<file path="config.mk">
export PLATFORM = sky130hd
export DESIGN_NAME = forward_horizontal_box_blur
export DESIGN_NICKNAME = d
export VERILOG_FILES = /design/src/fhbb_pkg.sv /design/src/fhbb_cell.sv /design/src/fhbb_window.sv /design/src/fhbb_divider.sv /design/src/forward_horizontal_box_blur.sv
export SDC_FILE = /design/constraint.sdc
export NUM_CORES = 1
export LEC_CHECK = 0
export ABC_AREA = 1
export BUFFER_PORTS_ARGS = -buffer_cell sky130_fd_sc_hd__buf_2
export CAP_MARGIN = 25
export CORE_ASPECT_RATIO = 1.5
export CORE_MARGIN = 5
export CORE_UTILIZATION = 58
export DETAILED_ROUTE_END_ITERATION = 7
export GPL_ROUTABILITY_DRIVEN = 1
export HOLD_SLACK_MARGIN = 0.02
export PLACE_DENSITY = 0.82
export SYNTH_ARGS = -nofsm -noshare
export SYNTH_HDL_FRONTEND = slang
export SYNTH_SLANG_ARGS = --single-unit
</file>
<file path="constraint.sdc">
create_clock -name clk -period 2.9 [get_ports clk]
set_input_delay 0.435 -clock clk [delete_from_list [all_inputs] [get_ports clk]]
set_output_delay 0.435 -clock clk [all_outputs]
set_load 0.01 [all_outputs]
</file>
<file path="src/fhbb_pkg.sv">
// Package for the forward horizontal box blur.
// Holds sizing constants, register indexes and the pixel and control types.
// Depends on nothing.
package fhbb_pkg;

    localparam int MAX_BLUR = 16;
    localparam int MAX_WIDTH = 4096;

    localparam int CHAN_W = 8;
    localparam int NUM_CHAN = 3;
    localparam int QUOT_W = CHAN_W;
    localparam int CNT_W = $clog2(QUOT_W);
    localparam int FILL_W = $clog2(MAX_BLUR + 1);
    localparam int IDX_W = (MAX_BLUR > 1) ? $clog2(MAX_BLUR) : 1;
    localparam int SUM_W = $clog2(MAX_BLUR * 255 + 1) + 1;
    localparam int COL_W = (MAX_WIDTH > 1) ? $clog2(MAX_WIDTH) : 1;
    localparam int WIDTH_W = $clog2(MAX_WIDTH + 1);

    localparam int BLUR_REG_W = 5;
    localparam int WIDTH_REG_W = 13;
    localparam int CFG_INDEX_W = 2;
    localparam int CFG_DATA_W = 13;

    localparam logic [CFG_INDEX_W-1:0] REG_BLUR_LEN = 2'd0;
    localparam logic [CFG_INDEX_W-1:0] REG_IMAGE_WIDTH = 2'd1;

    typedef struct packed {
        logic [CHAN_W-1:0] red_in;
        logic [CHAN_W-1:0] green_in;
        logic [CHAN_W-1:0] blue_in;
    } pixel_in_t;

    typedef struct packed {
        logic [CHAN_W-1:0] red_out;
        logic [CHAN_W-1:0] green_out;
        logic [CHAN_W-1:0] blue_out;
        logic              last_of_run;
    } pixel_out_t;

    typedef struct packed {
        logic clear;
        logic shift;
        logic write;
    } cell_ctrl_t;

endpackage

</file>
<file path="src/fhbb_cell.sv">
// One cell of the pending-pixel chain.
// Holds one pixel; loads a new pixel, takes its neighbor's pixel or clears.
// Depends on fhbb_pkg.
module fhbb_cell (
    input  logic                 clk,
    input  logic                 rst_n,
    input  fhbb_pkg::cell_ctrl_t ctrl,
    input  fhbb_pkg::pixel_in_t  load_pixel,
    input  fhbb_pkg::pixel_in_t  next_pixel,
    output fhbb_pkg::pixel_in_t  pixel
);

    fhbb_pkg::pixel_in_t pixel_reg;
    fhbb_pkg::pixel_in_t pixel_next;

    always_comb
    begin
        pixel_next = pixel_reg;
        if (ctrl.clear)
        begin
            pixel_next = '0;
        end
        else if (ctrl.write)
        begin
            pixel_next = load_pixel;
        end
        else if (ctrl.shift)
        begin
            pixel_next = next_pixel;
        end
    end

    always_ff @(posedge clk or negedge rst_n)
    begin
        if (!rst_n)
        begin
            pixel_reg <= '0;
        end
        else
        begin
            pixel_reg <= pixel_next;
        end
    end

    assign pixel = pixel_reg;

endmodule

</file>
<file path="src/fhbb_window.sv">
// Chain of cells holding the pending pixels of a row, oldest at the head.
// A shift moves every pixel one cell toward the head.
// Depends on fhbb_pkg and fhbb_cell.
module fhbb_window (
    input  logic                          clk,
    input  logic                          rst_n,
    input  logic                          clear,
    input  logic                          write,
    input  logic                          shift,
    input  logic [fhbb_pkg::IDX_W-1:0]    write_index,
    input  fhbb_pkg::pixel_in_t           write_pixel,
    output fhbb_pkg::pixel_in_t           head_pixel
);

    fhbb_pkg::pixel_in_t  cell_pixel [fhbb_pkg::MAX_BLUR];
    fhbb_pkg::cell_ctrl_t cell_ctrl [fhbb_pkg::MAX_BLUR];

    genvar i;
    generate
        for (i = 0; i < fhbb_pkg::MAX_BLUR; i++)
        begin : g_cell
            fhbb_pkg::pixel_in_t neighbor;

            always_comb
            begin
                cell_ctrl[i].clear = clear;
                cell_ctrl[i].shift = shift;
                cell_ctrl[i].write = write && (write_index == fhbb_pkg::IDX_W'(i));
            end

            if (i == fhbb_pkg::MAX_BLUR - 1)
            begin : g_tail
                assign neighbor = '0;
            end
            else
            begin : g_body
                assign neighbor = cell_pixel[i+1];
            end

            fhbb_cell u_cell (
                .clk        (clk),
                .rst_n      (rst_n),
                .ctrl       (cell_ctrl[i]),
                .load_pixel (write_pixel),
                .next_pixel (neighbor),
                .pixel      (cell_pixel[i])
            );
        end
    endgenerate

    assign head_pixel = cell_pixel[0];

endmodule

</file>
<file path="src/fhbb_divider.sv">
// Restoring divider for the three channel sums, one quotient bit per cycle.
// The quotient is known to fit one channel, so the high sum bits seed the remainder.
// Depends on fhbb_pkg.
module fhbb_divider (
    input  logic                          clk,
    input  logic                          rst_n,
    input  logic                          start,
    input  logic [fhbb_pkg::SUM_W-1:0]    sum [fhbb_pkg::NUM_CHAN],
    input  logic [fhbb_pkg::FILL_W-1:0]   divisor,
    output logic                          done,
    output logic [fhbb_pkg::QUOT_W-1:0]   quotient [fhbb_pkg::NUM_CHAN]
);

    logic                          busy_reg;
    logic                          done_reg;
    logic [fhbb_pkg::CNT_W-1:0]    cnt_reg;
    logic [fhbb_pkg::FILL_W-1:0]   divisor_reg;
    logic [fhbb_pkg::FILL_W-1:0]   rem_reg [fhbb_pkg::NUM_CHAN];
    logic [fhbb_pkg::QUOT_W-1:0]   quo_reg [fhbb_pkg::NUM_CHAN];
    logic [fhbb_pkg::FILL_W-1:0]   rem_next [fhbb_pkg::NUM_CHAN];
    logic [fhbb_pkg::QUOT_W-1:0]   quo_next [fhbb_pkg::NUM_CHAN];

    always_comb
    begin
        for (int c = 0; c < fhbb_pkg::NUM_CHAN; c++)
        begin
            logic [fhbb_pkg::FILL_W:0] trial;
            logic                      ge;
            trial = {rem_reg[c], quo_reg[c][fhbb_pkg::QUOT_W-1]};
            ge = (trial >= {1'b0, divisor_reg});
            rem_next[c] = ge ? fhbb_pkg::FILL_W'(trial - {1'b0, divisor_reg})
                             : fhbb_pkg::FILL_W'(trial);
            quo_next[c] = {quo_reg[c][fhbb_pkg::QUOT_W-2:0], ge};
        end
    end

    always_ff @(posedge clk or negedge rst_n)
    begin
        if (!rst_n)
        begin
            busy_reg <= 1'b0;
            done_reg <= 1'b0;
            cnt_reg <= '0;
        end
        else if (start)
        begin
            busy_reg <= 1'b1;
            done_reg <= 1'b0;
            cnt_reg <= '0;
        end
        else if (busy_reg)
        begin
            cnt_reg <= cnt_reg + fhbb_pkg::CNT_W'(1);
            if (cnt_reg == fhbb_pkg::CNT_W'(fhbb_pkg::QUOT_W - 1))
            begin
                busy_reg <= 1'b0;
                done_reg <= 1'b1;
            end
        end
    end

    always_ff @(posedge clk)
    begin
        if (start)
        begin
            divisor_reg <= divisor;
            for (int c = 0; c < fhbb_pkg::NUM_CHAN; c++)
            begin
                rem_reg[c] <= fhbb_pkg::FILL_W'(sum[c] >> fhbb_pkg::QUOT_W);
                quo_reg[c] <= sum[c][fhbb_pkg::QUOT_W-1:0];
            end
        end
        else if (busy_reg)
        begin
            for (int c = 0; c < fhbb_pkg::NUM_CHAN; c++)
            begin
                rem_reg[c] <= rem_next[c];
                quo_reg[c] <= quo_next[c];
            end
        end
    end

    assign done = done_reg;
    assign quotient = quo_reg;

endmodule

</file>
<file path="src/forward_horizontal_box_blur.sv">
// Top level of the forward horizontal box blur: control, sums and output register.
// Depends on fhbb_pkg, fhbb_window and fhbb_divider.
//
//   Channel  Signals                                Content
//   pixel    pixel_valid, pixel_ready, pixel        one RGB pixel in raster order
//   result   result_valid, result_ready, result     one averaged pixel and last_of_run
//   cfg      cfg_valid, cfg_ready, cfg_index/data   blur length (0), image width (1)
//
// A pixel that completes no window leaves the block ready for the next pixel.
// Each result passes through the start state and the eight steps of the shared divider.
// A row end gives one result per pending pixel.
// A pixel transaction is taken while a finished result still waits in the output register.
// Reset and a write to either register empty the window and restart at column zero.
module forward_horizontal_box_blur (
    input  logic                              clk,
    input  logic                              rst_n,
    input  logic                              pixel_valid,
    output logic                              pixel_ready,
    input  fhbb_pkg::pixel_in_t               pixel,
    output logic                              result_valid,
    input  logic                              result_ready,
    output fhbb_pkg::pixel_out_t              result,
    input  logic                              cfg_valid,
    output logic                              cfg_ready,
    input  logic [fhbb_pkg::CFG_INDEX_W-1:0]  cfg_index,
    input  logic [fhbb_pkg::CFG_DATA_W-1:0]   cfg_data
);

    localparam logic [1:0] ST_IDLE = 2'd0;
    localparam logic [1:0] ST_START = 2'd1;
    localparam logic [1:0] ST_DIV = 2'd2;

    logic [1:0]                        state_reg;
    logic [1:0]                        state_next;
    logic [fhbb_pkg::BLUR_REG_W-1:0]   blur_len_reg;
    logic [fhbb_pkg::WIDTH_REG_W-1:0]  image_width_reg;
    logic [fhbb_pkg::FILL_W-1:0]       fill_reg;
    logic [fhbb_pkg::FILL_W-1:0]       fill_next;
    logic [fhbb_pkg::COL_W-1:0]        column_reg;
    logic [fhbb_pkg::COL_W-1:0]        column_next;
    logic                              flush_reg;
    logic                              flush_next;
    logic [fhbb_pkg::SUM_W-1:0]        sum_reg [fhbb_pkg::NUM_CHAN];
    logic [fhbb_pkg::SUM_W-1:0]        sum_next [fhbb_pkg::NUM_CHAN];
    logic                              result_valid_reg;
    logic                              result_valid_next;
    fhbb_pkg::pixel_out_t              result_reg;
    fhbb_pkg::pixel_out_t              result_next;

    logic [fhbb_pkg::FILL_W-1:0]       blur_eff;
    logic [fhbb_pkg::WIDTH_W-1:0]      width_eff;
    logic [fhbb_pkg::FILL_W-1:0]       fill_inc;
    logic                              pixel_fire;
    logic                              cfg_clear;
    logic                              more_flush;
    logic [fhbb_pkg::CHAN_W-1:0]       in_chan [fhbb_pkg::NUM_CHAN];
    logic [fhbb_pkg::CHAN_W-1:0]       head_chan [fhbb_pkg::NUM_CHAN];

    logic                              win_clear;
    logic                              win_write;
    logic                              win_shift;
    fhbb_pkg::pixel_in_t               head_pixel;
    logic                              div_start;
    logic                              div_done;
    logic [fhbb_pkg::QUOT_W-1:0]       div_quot [fhbb_pkg::NUM_CHAN];

    assign pixel_ready = (state_reg == ST_IDLE);
    assign cfg_ready = 1'b1;
    assign pixel_fire = pixel_valid && pixel_ready;
    assign cfg_clear = cfg_valid
                    && (cfg_index inside {fhbb_pkg::REG_BLUR_LEN, fhbb_pkg::REG_IMAGE_WIDTH});

    assign in_chan[0] = pixel.red_in;
    assign in_chan[1] = pixel.green_in;
    assign in_chan[2] = pixel.blue_in;
    assign head_chan[0] = head_pixel.red_in;
    assign head_chan[1] = head_pixel.green_in;
    assign head_chan[2] = head_pixel.blue_in;

    always_comb
    begin
        if (blur_len_reg == '0)
        begin
            blur_eff = fhbb_pkg::FILL_W'(1);
        end
        else if (32'(blur_len_reg) > fhbb_pkg::MAX_BLUR)
        begin
            blur_eff = fhbb_pkg::FILL_W'(fhbb_pkg::MAX_BLUR);
        end
        else
        begin
            blur_eff = fhbb_pkg::FILL_W'(blur_len_reg);
        end

        if (image_width_reg == '0)
        begin
            width_eff = fhbb_pkg::WIDTH_W'(1);
        end
        else if (32'(image_width_reg) > fhbb_pkg::MAX_WIDTH)
        begin
            width_eff = fhbb_pkg::WIDTH_W'(fhbb_pkg::MAX_WIDTH);
        end
        else
        begin
            width_eff = fhbb_pkg::WIDTH_W'(image_width_reg);
        end
    end

    assign fill_inc = fill_reg + fhbb_pkg::FILL_W'(1);
    assign more_flush = flush_reg && (fill_reg > fhbb_pkg::FILL_W'(1));

    always_comb
    begin
        state_next = state_reg;
        fill_next = fill_reg;
        column_next = column_reg;
        flush_next = flush_reg;
        sum_next = sum_reg;
        result_valid_next = result_valid_reg;
        result_next = result_reg;
        win_clear = 1'b0;
        win_write = 1'b0;
        win_shift = 1'b0;
        div_start = 1'b0;

        if (result_valid_reg && result_ready)
        begin
            result_valid_next = 1'b0;
        end

        case (state_reg)
            ST_IDLE:
            begin
                if (pixel_fire)
                begin
                    win_write = 1'b1;
                    fill_next = fill_inc;
                    for (int c = 0; c < fhbb_pkg::NUM_CHAN; c++)
                    begin
                        sum_next[c] = sum_reg[c] + fhbb_pkg::SUM_W'(in_chan[c]);
                    end
                    if (32'(column_reg) + 1 >= 32'(width_eff))
                    begin
                        flush_next = 1'b1;
                        column_next = '0;
                        state_next = ST_START;
                    end
                    else
                    begin
                        flush_next = 1'b0;
                        column_next = column_reg + fhbb_pkg::COL_W'(1);
                        if (fill_inc >= blur_eff)
                        begin
                            state_next = ST_START;
                        end
                    end
                end
            end
            ST_START:
            begin
                div_start = 1'b1;
                state_next = ST_DIV;
            end
            ST_DIV:
            begin
                if (div_done && (!result_valid_reg || result_ready))
                begin
                    result_valid_next = 1'b1;
                    result_next.red_out = div_quot[0];
                    result_next.green_out = div_quot[1];
                    result_next.blue_out = div_quot[2];
                    result_next.last_of_run = !more_flush;
                    win_shift = 1'b1;
                    fill_next = fill_reg - fhbb_pkg::FILL_W'(1);
                    for (int c = 0; c < fhbb_pkg::NUM_CHAN; c++)
                    begin
                        sum_next[c] = sum_reg[c] - fhbb_pkg::SUM_W'(head_chan[c]);
                    end
                    state_next = more_flush ? ST_START : ST_IDLE;
                end
            end
            default:
            begin
                state_next = ST_IDLE;
            end
        endcase

        if (cfg_clear)
        begin
            win_clear = 1'b1;
            win_write = 1'b0;
            win_shift = 1'b0;
            fill_next = '0;
            column_next = '0;
            flush_next = 1'b0;
            for (int c = 0; c < fhbb_pkg::NUM_CHAN; c++)
            begin
                sum_next[c] = '0;
            end
            state_next = ST_IDLE;
        end
    end

    always_ff @(posedge clk or negedge rst_n)
    begin
        if (!rst_n)
        begin
            state_reg <= ST_IDLE;
            blur_len_reg <= fhbb_pkg::BLUR_REG_W'(1);
            image_width_reg <= fhbb_pkg::WIDTH_REG_W'(1);
            fill_reg <= '0;
            column_reg <= '0;
            flush_reg <= 1'b0;
            result_valid_reg <= 1'b0;
            for (int c = 0; c < fhbb_pkg::NUM_CHAN; c++)
            begin
                sum_reg[c] <= '0;
            end
        end
        else
        begin
            state_reg <= state_next;
            fill_reg <= fill_next;
            column_reg <= column_next;
            flush_reg <= flush_next;
            result_valid_reg <= result_valid_next;
            sum_reg <= sum_next;
            if (cfg_valid && (cfg_index == fhbb_pkg::REG_BLUR_LEN))
            begin
                blur_len_reg <= cfg_data[fhbb_pkg::BLUR_REG_W-1:0];
            end
            if (cfg_valid && (cfg_index == fhbb_pkg::REG_IMAGE_WIDTH))
            begin
                image_width_reg <= cfg_data[fhbb_pkg::WIDTH_REG_W-1:0];
            end
        end
    end

    always_ff @(posedge clk)
    begin
        result_reg <= result_next;
    end

    fhbb_window u_window (
        .clk         (clk),
        .rst_n       (rst_n),
        .clear       (win_clear),
        .write       (win_write),
        .shift       (win_shift),
        .write_index (fill_reg[fhbb_pkg::IDX_W-1:0]),
        .write_pixel (pixel),
        .head_pixel  (head_pixel)
    );

    fhbb_divider u_divider (
        .clk      (clk),
        .rst_n    (rst_n),
        .start    (div_start),
        .sum      (sum_reg),
        .divisor  (fill_reg),
        .done     (div_done),
        .quotient (div_quot)
    );

    assign result_valid = result_valid_reg;
    assign result = result_reg;

endmodule
</file>
==> qor.csv, run 1 <==
stage,metric,value,unit
routing,vias,25400,
min_path,hold_depth,3,
routing,wl_per_cell,16.0,um
floorplanning,core_area,49500,um^2
synth,ys_seq_elements,536,
sta,slew_headroom,48.9,%
power,power.density,776,nW/um^2
synth,synthFlopType,dfrtp_1,
synth,ys_seq_area_share,47.6,%
routing,routed_wl,71.5,mm
status,outcome,"finished, final reports clean",
synth,yosys.area.top_type_share,40.2,%
grt,grt_pass1_vias,24600,
routing,first_iter_violations,1883,
final_layout,drive_above_1_share,8.23,%
clock_tree,numClockSinks,536,
min_path,worstHoldEndpoint,image_width_reg[0],
synth,syn-cell-area,28900,um^2
place,gp_congestion,0.908,
final_layout,utilization,64.0,%
synth,async_reset_ff_share,87.1,%
clock_tree,h-tree-depth,2,
power,power_leakage,15.9,nW
floorplanning,initial_core_util,58.4,%
setup_path,crit_path_end_kind,flip-flop,
final_layout,finalNetCount,3899,
sta,period_minus_slack,2.65,ns
routing,dr.pass1.iters,6,
setup_path,required,3.37,ns
grt,grt_pass1_wl,122,mm
grt,antenna_found_initial,1,
clock_tree,tritoncts,done,
min_path,min_path_type,primary input to flip-flop,
synth,post_synth_num_cell_types,46,
floorplanning,pin_count,72,
sta,setup_violations,0,
power,vdd_drop_max,496,uV
sta,tightest_slew,0.765,ns
place,dp_hpwl,48.2,mm
sta,grt_setup_unrepaired,no,
floorplanning,num_rows,100,
setup_path,crit_fanout,47,
setup_path,timing.rr.end,sum_reg[22],
routing,ant_nets,0,
final_layout,fill_cells,4201,
grt,grt_util_all_layers,26.6,%
routing,routed_via_density,5.68,
sta,max_freq,378,MHz
setup_path,worstSetupPathType,flip-flop to flip-flop,
synth,synth_top_area_cell,dfrtp_1,
flow_run,drv_cap,0,
grt,overflow,0,
place,io_buffers,70,
synth,netlist_instances,3795,
synth,yosysWarnings,0,
final_layout,area_delta_synth_final,9.53,%
floorplanning,die_area,54500,um^2
setup_path,cp-start-kind,flip-flop,
synth,netlist_top_cells_area,"dfrtp_1 40%, nand2_1 19%, nand3_1 7.6%, edfxtp_1 7.2%, o21ai_1 7.1%",
final_layout,largest_register_ffs,384,
grt,grt_max_degree,104,
sta,period_share,91.2,%
clock_tree,cts-root-buf,clkbuf_16,
synth,syn_area_per_cell,7.62,um^2
sta,hold-worst-slack,0.0916,ns
floorplanning,fp.dieW,192,um
setup_path,rrSetupSlack,0.25,ns
clock_tree,clk_pin_slew,0.07,ns
setup_path,r2r_start,state_reg[1],
setup_path,r2r_cells,16,
synth,syn_nets,3925,
clock_tree,clk_latency,0.59,ns
floorplanning,die_h,284,um
setup_path,cp_data_arrival_time,3.12,ns
sta,slew_viol_final,0,
clock_tree,cts_buffer_depth,3,
routing,drc,0,
sta,final_hold_viol_count,0,
sta,fin_skew,0.0230,ns
clock_tree,cts_made_buffers,50,
synth,synth_edf_count,69,
sta,finalSetupTns,0,ns
min_path,hp-start,cfg_data[0],
-- cells in the final DEF, fill, tap and decap left out, types with 6 or more instances in the layout --
cell type and instances:
a31oi_1 14, dfrtp_1 465, buf_4 84, clkinvlp_4 6, xnor2_1 12, nand3_1 440, clkbuf_8 9, ha_1 79
o21ai_1 413, o22ai_1 26, a21oi_4 14, xor2_1 16, clkbuf_16 51, edfxtp_1 69, inv_2 14, clkbuf_1 6
buf_12 13, buf_2 69, o211ai_1 13, fa_1 6, o21ai_0 81, nor3_1 12, nand4_1 12, inv_1 183
mux2_2 7, nand2_1 1464, a21oi_1 42, nor2_1 119, nand3b_1 6
-- cell families (layout without fill, tap and decap cells) --
logic type               after synthesis  in the layout  synth area share, %
adder cells (fa/ha/maj)               86             86                 3.87
other                                  1              3               0.0130
multiplexers                           7              7                0.272
flip-flops                           536            536                 47.6
AO/OA/AOI/OAI                        613            613                 11.5
AND/OR/NAND/NOR                     2078           2078                 29.7
XOR/XNOR                              28             28                0.848
buffers and inverters                446            456                 6.16
-- power breakdown --
group          total [W]  switching (W)  internal, W  leakage [nW]
combinational    0.00852        0.00565      0.00288          7.98
clock            0.00672        0.00291      0.00381         0.798
sequential       0.00934       0.000633      0.00871          7.10
-- routing by layer --
| metal | GRT usage, % | up-vias | share of wire [%] |
|---|---|---|---|
| met1 | 32.6 | 12100 | 39 |
| li1 | - | 12400 | - |
| met4 | 11.7 | 0 | 4.6 |
| met3 | 2.84 | 187 | 4.7 |
| met5 | 0 | - | 0 |
| met2 | 47.0 | 736 | 51 |
-- cell usage after synthesis (7+ instances only) --
master and count:
a21oi_1 42, a21oi_4 14, a31oi_1 14, buf_1 25
buf_2 45, buf_4 10, clkbuf_1 164, dfrtp_1 465
edfxtp_1 69, ha_1 80, inv_1 183, inv_2 15
mux2_2 7, nand2_1 1464, nand3_1 440, nand4_1 12
nor2_1 119, nor3_1 12, o211ai_1 13, o21ai_0 81
o21ai_1 413, o22ai_1 26, xnor2_1 12, xor2_1 16
-- final cells by class --
cell class	instances	area (um^2)	share of cell area, %
antenna	2	5.00	0.0158
clock buffer	66	1420	4.49
clock inverter	22	248	0.782
inverter	200	758	2.39
multi-input combinational	2813	13400	42.3
sequential	536	13800	43.4
tap	663	830	2.62
timing repair buffer	168	1260	3.98
-- critical path: stages, from the launching register on --
cell	delay, ns
dfrtp_1	0.42
inv_1	0.11
nor2_4	0.13
inv_1	0.09
buf_12	0.18
o21ai_0	0.43
inv_1	0.10
ha_1	0.29
nand3b_1	0.07
nand2_1	0.17
nand2_1	0.08
nand2_1	0.12
nand2_1	0.12
nand2_1	0.07
nand2_1	0.04
nand3_1	0.06
nand2_1	0.05
-- metrics by stage --
step	instance area, um^2	setup WS, ns	power, W	std cells
after detailed placement	30000	0.0859	0.0178	4379
after global placement	30000	0.227	0.0176	4379
final	31700	0.254	0.0246	4470
after CTS	31700	0.260	0.0246	4468
after floorplan	28900	0.108	0.0154	3795
after global routing	31700	0.0134	0.0262	4468
-- worst max-delay path by stage --
stage / startpoint / end / slack, ns / cells past startpoint
2_1_floorplan: pixel[16] / sum_reg[33] / 0.11 / 16
3_3_place_gp: pixel[8] / sum_reg[25] / 0.23 / 18
3_5_place_dp: pixel[16] / sum_reg[37] / 0.09 / 16
4_1_cts: state_reg[1] / sum_reg[22] / 0.26 / 16
5_1_grt: column_reg[0] / column_reg[4] / 0.01 / 16
6_report: state_reg[1] / sum_reg[22] / 0.25 / 16
-- timing repair --
action	CTS	global route
buffers inserted	0	0
setup endpoints to repair	0	6
resized for setup	0	1
hold endpoints to repair	54	0
hold buffers	1	0
Note: power is estimated with default switching activity, not from simulation.
==> run 2: changes to the inputs <==
--- a/config.mk
+++ b/config.mk
@@ -15,6 +15,7 @@
 export GPL_ROUTABILITY_DRIVEN = 1
 export HOLD_SLACK_MARGIN = 0.02
 export PLACE_DENSITY = 0.82
+export RECOVER_POWER = 25
 export SYNTH_ARGS = -nofsm -noshare
 export SYNTH_HDL_FRONTEND = slang
 export SYNTH_SLANG_ARGS = --single-unit
==> qor.csv, run 2 (synthesized netlist as in run 1, its figures left out) <==
stage,metric,value,unit,change
final_layout,final_cell_mix,"1464 x nand2_1, 465 x dfrtp_1, 440 x nand3_1, 413 x o21ai_1, 184 x inv_1",,
flow_run,drv_cap,1,,+1
setup_path,cp_common_cell,nand2_1,,
sta,worst_slack,0.260,ns,+0.00567 ns
sta,tightest_slew,1.95,ns,+1.19 ns
clock_tree,cts-root-buf,clkbuf_16,,
setup_path,max_stage_delay,0.43,ns,about the same
place,pre_cts_ws,0.0859,ns,unchanged
floorplanning,initial_core_util,58.4,%,unchanged
grt,grt_max_degree,104,,unchanged
sta,fin_skew,0.0235,ns,+0.000543 ns
place,io_buffers,70,,unchanged
status,violations,"capacitance limit, slew limit",,
setup_path,startpoint,state_reg[1],,
power,power.density,776,nW/um^2,about the same
min_path,min_path_type,primary input to flip-flop,,
clock_tree,cts_made_buffers,50,,unchanged
floorplanning,num_rows,100,,unchanged
grt,overflow,0,,unchanged
floorplanning,die_area,54500,um^2,unchanged
clock_tree,post-cts-setup-buffer-count,0,,unchanged
sta,setup_violations,0,,unchanged
place,dp_hpwl,48.2,mm,unchanged
clock_tree,clk_latency,0.59,ns,about the same
setup_path,worstSetupPathType,flip-flop to flip-flop,,
floorplanning,core_area,49500,um^2,unchanged
final_layout,fill_cells,4206,,+0.12%
sta,period_minus_slack,2.64,ns,-0.00567 ns
final_layout,drive_above_1_share,8.15,%,-0.079 points
grt,grt_util_all_layers,26.6,%,unchanged
setup_path,required,3.37,ns,about the same
grt,grt_pass1_vias,24600,,unchanged
sta,period_share,91.0,%,-0.20 points
sta,max_freq,379,MHz,+0.21%
setup_path,r2r_start,state_reg[1],,
sta,slew_viol_final,62,,+62
routing,wl_per_cell,16.0,um,about the same
sta,final_hold_viol_count,0,,unchanged
floorplanning,fp.dieW,192,um,unchanged
grt,antenna_found_initial,1,,unchanged
final_layout,finalNetCount,3899,,unchanged
setup_path,rrSetupSlack,0.26,ns,about the same
floorplanning,pin_count,72,,unchanged
final_layout,largest_register_ffs,384,,unchanged
setup_path,path_buf_inv,4,,unchanged
routing,ant_nets,0,,unchanged
min_path,hp-start,cfg_data[0],,
routing,routed_via_density,5.68,,about the same
clock_tree,cts_buffer_depth,3,,unchanged
clock_tree,numClockSinks,536,,unchanged
sta,finalSetupTns,0,ns,unchanged
power,power_leakage,15.9,nW,about the same
status,outcome,"finished, violations left",,
place,dpl_cell_area,30000,um^2,unchanged
sta,slew_headroom,-30.2,%,-79 points
setup_path,cp_data_arrival_time,3.11,ns,about the same
setup_path,path_cells,inv_1 -> nor2_4 -> inv_1 -> buf_12 -> o21ai_0 -> inv_1 -> ha_1 -> nand3b_1 -> nand2_1 -> nand2_1 -> nand2_1 -> nand2_1 -> nand2_1 -> nand2_1 -> nand3_1 -> nand2_1,,
final_layout,area_delta_synth_final,9.44,%,about the same
setup_path,slowest_stage,o21ai_0,,
place,gp_congestion,0.908,,unchanged
floorplanning,die_h,284,um,unchanged
final_layout,final_common_cell,nand2_1,,
grt,grt_pass1_wl,122,mm,unchanged
setup_path,cp_top_family,simple AND/OR/NAND/NOR gates,,
clock_tree,h-tree-depth,2,,unchanged
routing,dr.pass1.iters,8,,+2
setup_path,crit_fanout,47,,unchanged
routing,drc,0,,unchanged
setup_path,cp-start-kind,flip-flop,,
routing,vias,25400,,-0.051%
routing,routed_wl,71.6,mm,about the same
setup_path,crit_path_end_kind,flip-flop,,
clock_tree,clk_pin_slew,0.07,ns,about the same
power,finalPower,0.0246,W,about the same
sta,grt_setup_unrepaired,no,,
final_layout,finalInstanceArea,31700,um^2,about the same
clock_tree,tritoncts,done,,
routing,first_iter_violations,1889,,+0.32%
power,vdd_drop_max,496,uV,about the same
## run 2: changes by cell type in the layout (fill, tap and decap cells not counted), sizes merged
| cell | change |
|---|---|
| clkbuf | +5 |
| buf | -5 |
## run 2: routing by layer
layer | global-route usage [%] | vias to the layer above | part of all wire [%]
met5 | 0 | - | 0
met4 | 11.7 | 0 | 4.6
met3 | 2.84 | 189 | 4.5
met2 | 47.0 | 726 | 51
met1 | 32.6 | 12100 | 40
li1 | - | 12400 | -
## run 2: final timing paths
kind / cells past startpoint / to
worst max register to register: 16 / sum_reg[22]
worst min register to register: 0 / result[12]
worst max-delay path: 16 / sum_reg[22]
worst min-delay path: 3 / image_width_reg[0]
max in group asynchronous: 3 / u_window.g_cell[7].u_cell.pixel[9]
min in group asynchronous: 2 / u_window.g_cell[12].u_cell.pixel[15]
## run 2: final cells by class
type,instances,area (um^2),area share [%]
flip-flops and latches,536,13800,43.5
multi-input cells,2813,13400,42.3
clock buffers,66,1420,4.49
repair buffers,168,1240,3.92
well taps,663,830,2.62
inverters,200,758,2.39
clock inverters,22,248,0.782
diodes,2,5.00,0.0158
## run 2: timing repair
action                                 in CTS  in global routing
gates resized for setup                     0                  1
endpoints found under the hold margin      54                  0
setup endpoints to repair                   0                  6
hold buffers                                1                  0
## run 2: worst min-delay path, stage by stage
cell and delay (ns):
buf_2 0.10, inv_1 0.06, o21ai_1 0.06
## run 2: per-stage QoR
stage | utilization [%] | std cells | hold WS, ns
6_report | 63.9 | 4470 | 0.0922
5_1_grt | 63.9 | 4468 | 0.0830
3_3_place_gp | 60.6 | 4379 | 0.432
4_1_cts | 63.9 | 4468 | 0.0687
3_5_place_dp | 60.6 | 4379 | 0.434
2_1_floorplan | - | 3795 | 0.139
## run 2: power breakdown
part	internal [W]	total (W)	switching, W
sequential	0.00871	0.00934	0.000633
clock	0.00381	0.00672	0.00291
combinational	0.00287	0.00852	0.00565
==> run 3: changes to the inputs <==
--- a/config.mk
+++ b/config.mk
@@ -11,11 +11,13 @@
 export CORE_ASPECT_RATIO = 1.5
 export CORE_MARGIN = 5
 export CORE_UTILIZATION = 58
+export CTS_BUF_LIST = sky130_fd_sc_hd__clkbuf_2 sky130_fd_sc_hd__clkbuf_4 sky130_fd_sc_hd__clkbuf_8
 export DETAILED_ROUTE_END_ITERATION = 7
 export GPL_ROUTABILITY_DRIVEN = 1
 export HOLD_SLACK_MARGIN = 0.02
 export PLACE_DENSITY = 0.82
 export RECOVER_POWER = 25
+export SKIP_LAST_GASP = 1
 export SYNTH_ARGS = -nofsm -noshare
 export SYNTH_HDL_FRONTEND = slang
 export SYNTH_SLANG_ARGS = --single-unit
==> qor.csv, run 3 (synthesized netlist as in run 1, its figures left out) <==
stage,metric,value,unit,change
clock_tree,clk_pin_slew,0.07,ns,about the same
routing,ant_nets,0,,unchanged
final_layout,finalNetCount,3940,,+1.1%
clock_tree,tritoncts,done,,
place,gp_congestion,0.908,,unchanged
power,power_leakage,16.0,nW,+1.0%
final_layout,area_delta_synth_final,9.96,%,
sta,grt_setup_unrepaired,no,,
setup_path,required,3.45,ns,+0.08 ns
routing,vias,25600,,+0.89%
grt,grt_util_all_layers,26.9,%,+0.28 points
place,io_buffers,70,,unchanged
grt,antenna_found_initial,2,,+1
clock_tree,cts-root-buf,clkbuf_8,,
flow_run,drv_cap,1,,unchanged
grt,overflow,0,,unchanged
power,seqPwrFrac,38.3,%,+0.3 points
power,finalPower,0.0244,W,-0.72%
place,dp_hpwl,48.2,mm,unchanged
power,power.density,767,nW/um^2,-1.2%
power,p_int,0.0151,W,-1.6%
sta,slew_headroom,-26.6,%,+3.6 points
routing,routed_via_density,5.64,,-0.69%
grt,grt_pass1_vias,24900,,+1.3%
floorplanning,die_h,284,um,unchanged
setup_path,cp_data_arrival_time,3.23,ns,+0.12 ns
clock_tree,clk_latency,0.67,ns,+0.08 ns
power,p_clk_share,26.9,%,-0.4 points
final_layout,largest_register_ffs,384,,unchanged
status,outcome,"finished, violations left",,
floorplanning,initial_core_util,58.4,%,unchanged
floorplanning,pin_count,72,,unchanged
sta,hold-worst-slack,0.0580,ns,-0.0342 ns
clock_tree,numClockSinks,536,,unchanged
power,switching_share,37.9,%,+0.56 points
routing,wl_per_cell,15.8,um,-1.0%
clock_tree,cts_buffer_depth,3,,unchanged
sta,slew_viol_final,63,,+1.6%
sta,period_minus_slack,2.68,ns,+0.0370 ns
place,dp.cells,4379,,unchanged
power,switchingPower,0.00926,W,+0.77%
setup_path,r2r_cells,16,,unchanged
final_layout,final_common_cell,nand2_1,,
setup_path,worstSetupPathType,flip-flop to flip-flop,,
final_layout,instances_no_fill,4541,,+1.6%
routing,routed_wl,72.0,mm,+0.54%
sta,setup_violations,0,,unchanged
routing,first_iter_violations,1800,,-4.7%
final_layout,final-seq-area,13800,um^2,unchanged
clock_tree,cts_made_buffers,80,,+60%
grt,grt_max_degree,104,,unchanged
sta,max_freq,374,MHz,-1.4%
status,violations,"capacitance limit, slew limit",,
final_layout,multi_input_area,13400,um^2,about the same
sta,finalSetupTns,0,ns,unchanged
min_path,min_path_type,primary input to flip-flop,,
final_layout,utilization,64.2,%,+0.30 points
grt,grt_pass1_wl,123,mm,+0.59%
sta,fin_skew,0.0221,ns,-0.00143 ns
floorplanning,core_area,49500,um^2,unchanged
routing,drc,0,,unchanged
floorplanning,num_rows,100,,unchanged
clock_tree,h-tree-depth,3,,+1
final_layout,fill_cells,4222,,+0.38%
floorplanning,die_area,54500,um^2,unchanged
routing,dr.pass1.iters,6,,-2
final_layout,drive_above_1_share,9.65,%,+1.5 points
final_layout,final_cell_mix,"1463 x nand2_1, 465 x dfrtp_1, 440 x nand3_1, 413 x o21ai_1, 184 x inv_1",,
setup_path,crit_fanout,47,,unchanged
power,combPwrFrac,34.8,%,about the same
setup_path,cp-start-kind,flip-flop,,
floorplanning,fp.dieW,192,um,unchanged
min_path,hold_depth,4,,+1
sta,tightest_slew,1.90,ns,-0.0547 ns
power,vdd_drop_max,431,uV,-13%
sta,period_share,92.3,%,+1.3 points
setup_path,crit_path_end_kind,flip-flop,,
sta,final_hold_viol_count,0,,unchanged
-- run 3: cell types whose count changed in the layout (fill, tap and decap cells not counted), sizes merged --
cell,change
buf,-1
bufinv,-3
clkbuf,+62
clkinv,+7
clkinvlp,-6
dlygate4sd3,+11
inv,+1
-- run 3: repair_timing --
action	4_1_cts	5_1_grt
endpoints found under the hold margin	66	0
setup buffers	0	0
hold buffers	12	0
setup endpoints to repair	0	3
gates resized for setup	0	2
-- run 3: routing by layer --
metal  wire length [um]  share of wire, %  GRT usage (%)  vias up
met5                  0                 0              0        -
met1              28400                39           32.5    12200
met3               3460               4.8           3.57      213
met2              36700                51           46.9      714
li1                   -                 -              -    12500
met4               3430               4.8           13.0        0
-- run 3: final timing paths --
check / startpoint / end / slack (ns)
max: state_reg[1] / sum_reg[22] / 0.22
min: result_ready / result_valid / 0.06
max reg2reg: state_reg[1] / sum_reg[22] / 0.22
min reg2reg: u_divider.quotient[5] / result[6] / 0.45
max in group asynchronous: rst_n / sum_reg[33] / 0.43
min in group asynchronous: rst_n / u_window.g_cell[12].u_cell.pixel[15] / 0.83
-- run 3: area by class of cell --
type	count	area share [%]
clock inverter	21	0.468
tap	663	2.61
inverter	200	2.38
clock buffer	127	4.94
antenna	2	0.0157
multi-input combinational	2813	42.1
sequential	536	43.3
timing repair buffer	179	4.20
-- run 3: per-stage QoR --
stage	setup slack [ns]	cell area (um^2)
after floorplan	0.108	28900
after global placement	0.227	30000
after detailed placement	0.0859	30000
after CTS	0.244	31800
after global routing	0.0313	31800
final	0.223	31800
-- run 3: critical path, stage by stage, from the launching register on --
cell	delay, ns
dfrtp_1	0.42
inv_1	0.11
nor2_4	0.13
inv_1	0.09
buf_12	0.17
o21ai_0	0.45
inv_1	0.11
ha_1	0.29
nand3b_1	0.07
nand2_1	0.17
nand2_1	0.08
nand2_1	0.12
nand2_1	0.11
nand2_1	0.07
nand2_1	0.04
nand3_1	0.06
nand2_1	0.05
-- run 3: power by group through the flow --
stage	combinational (W)	clock (W)	sequential [W]
floorplan	0.00614	0	0.00921
detailed placement	0.00838	0	0.00946
global placement	0.00819	0	0.00942
finish	0.00849	0.00657	0.00934
global route	0.00961	0.00700	0.00941
CTS	0.00845	0.00670	0.00932
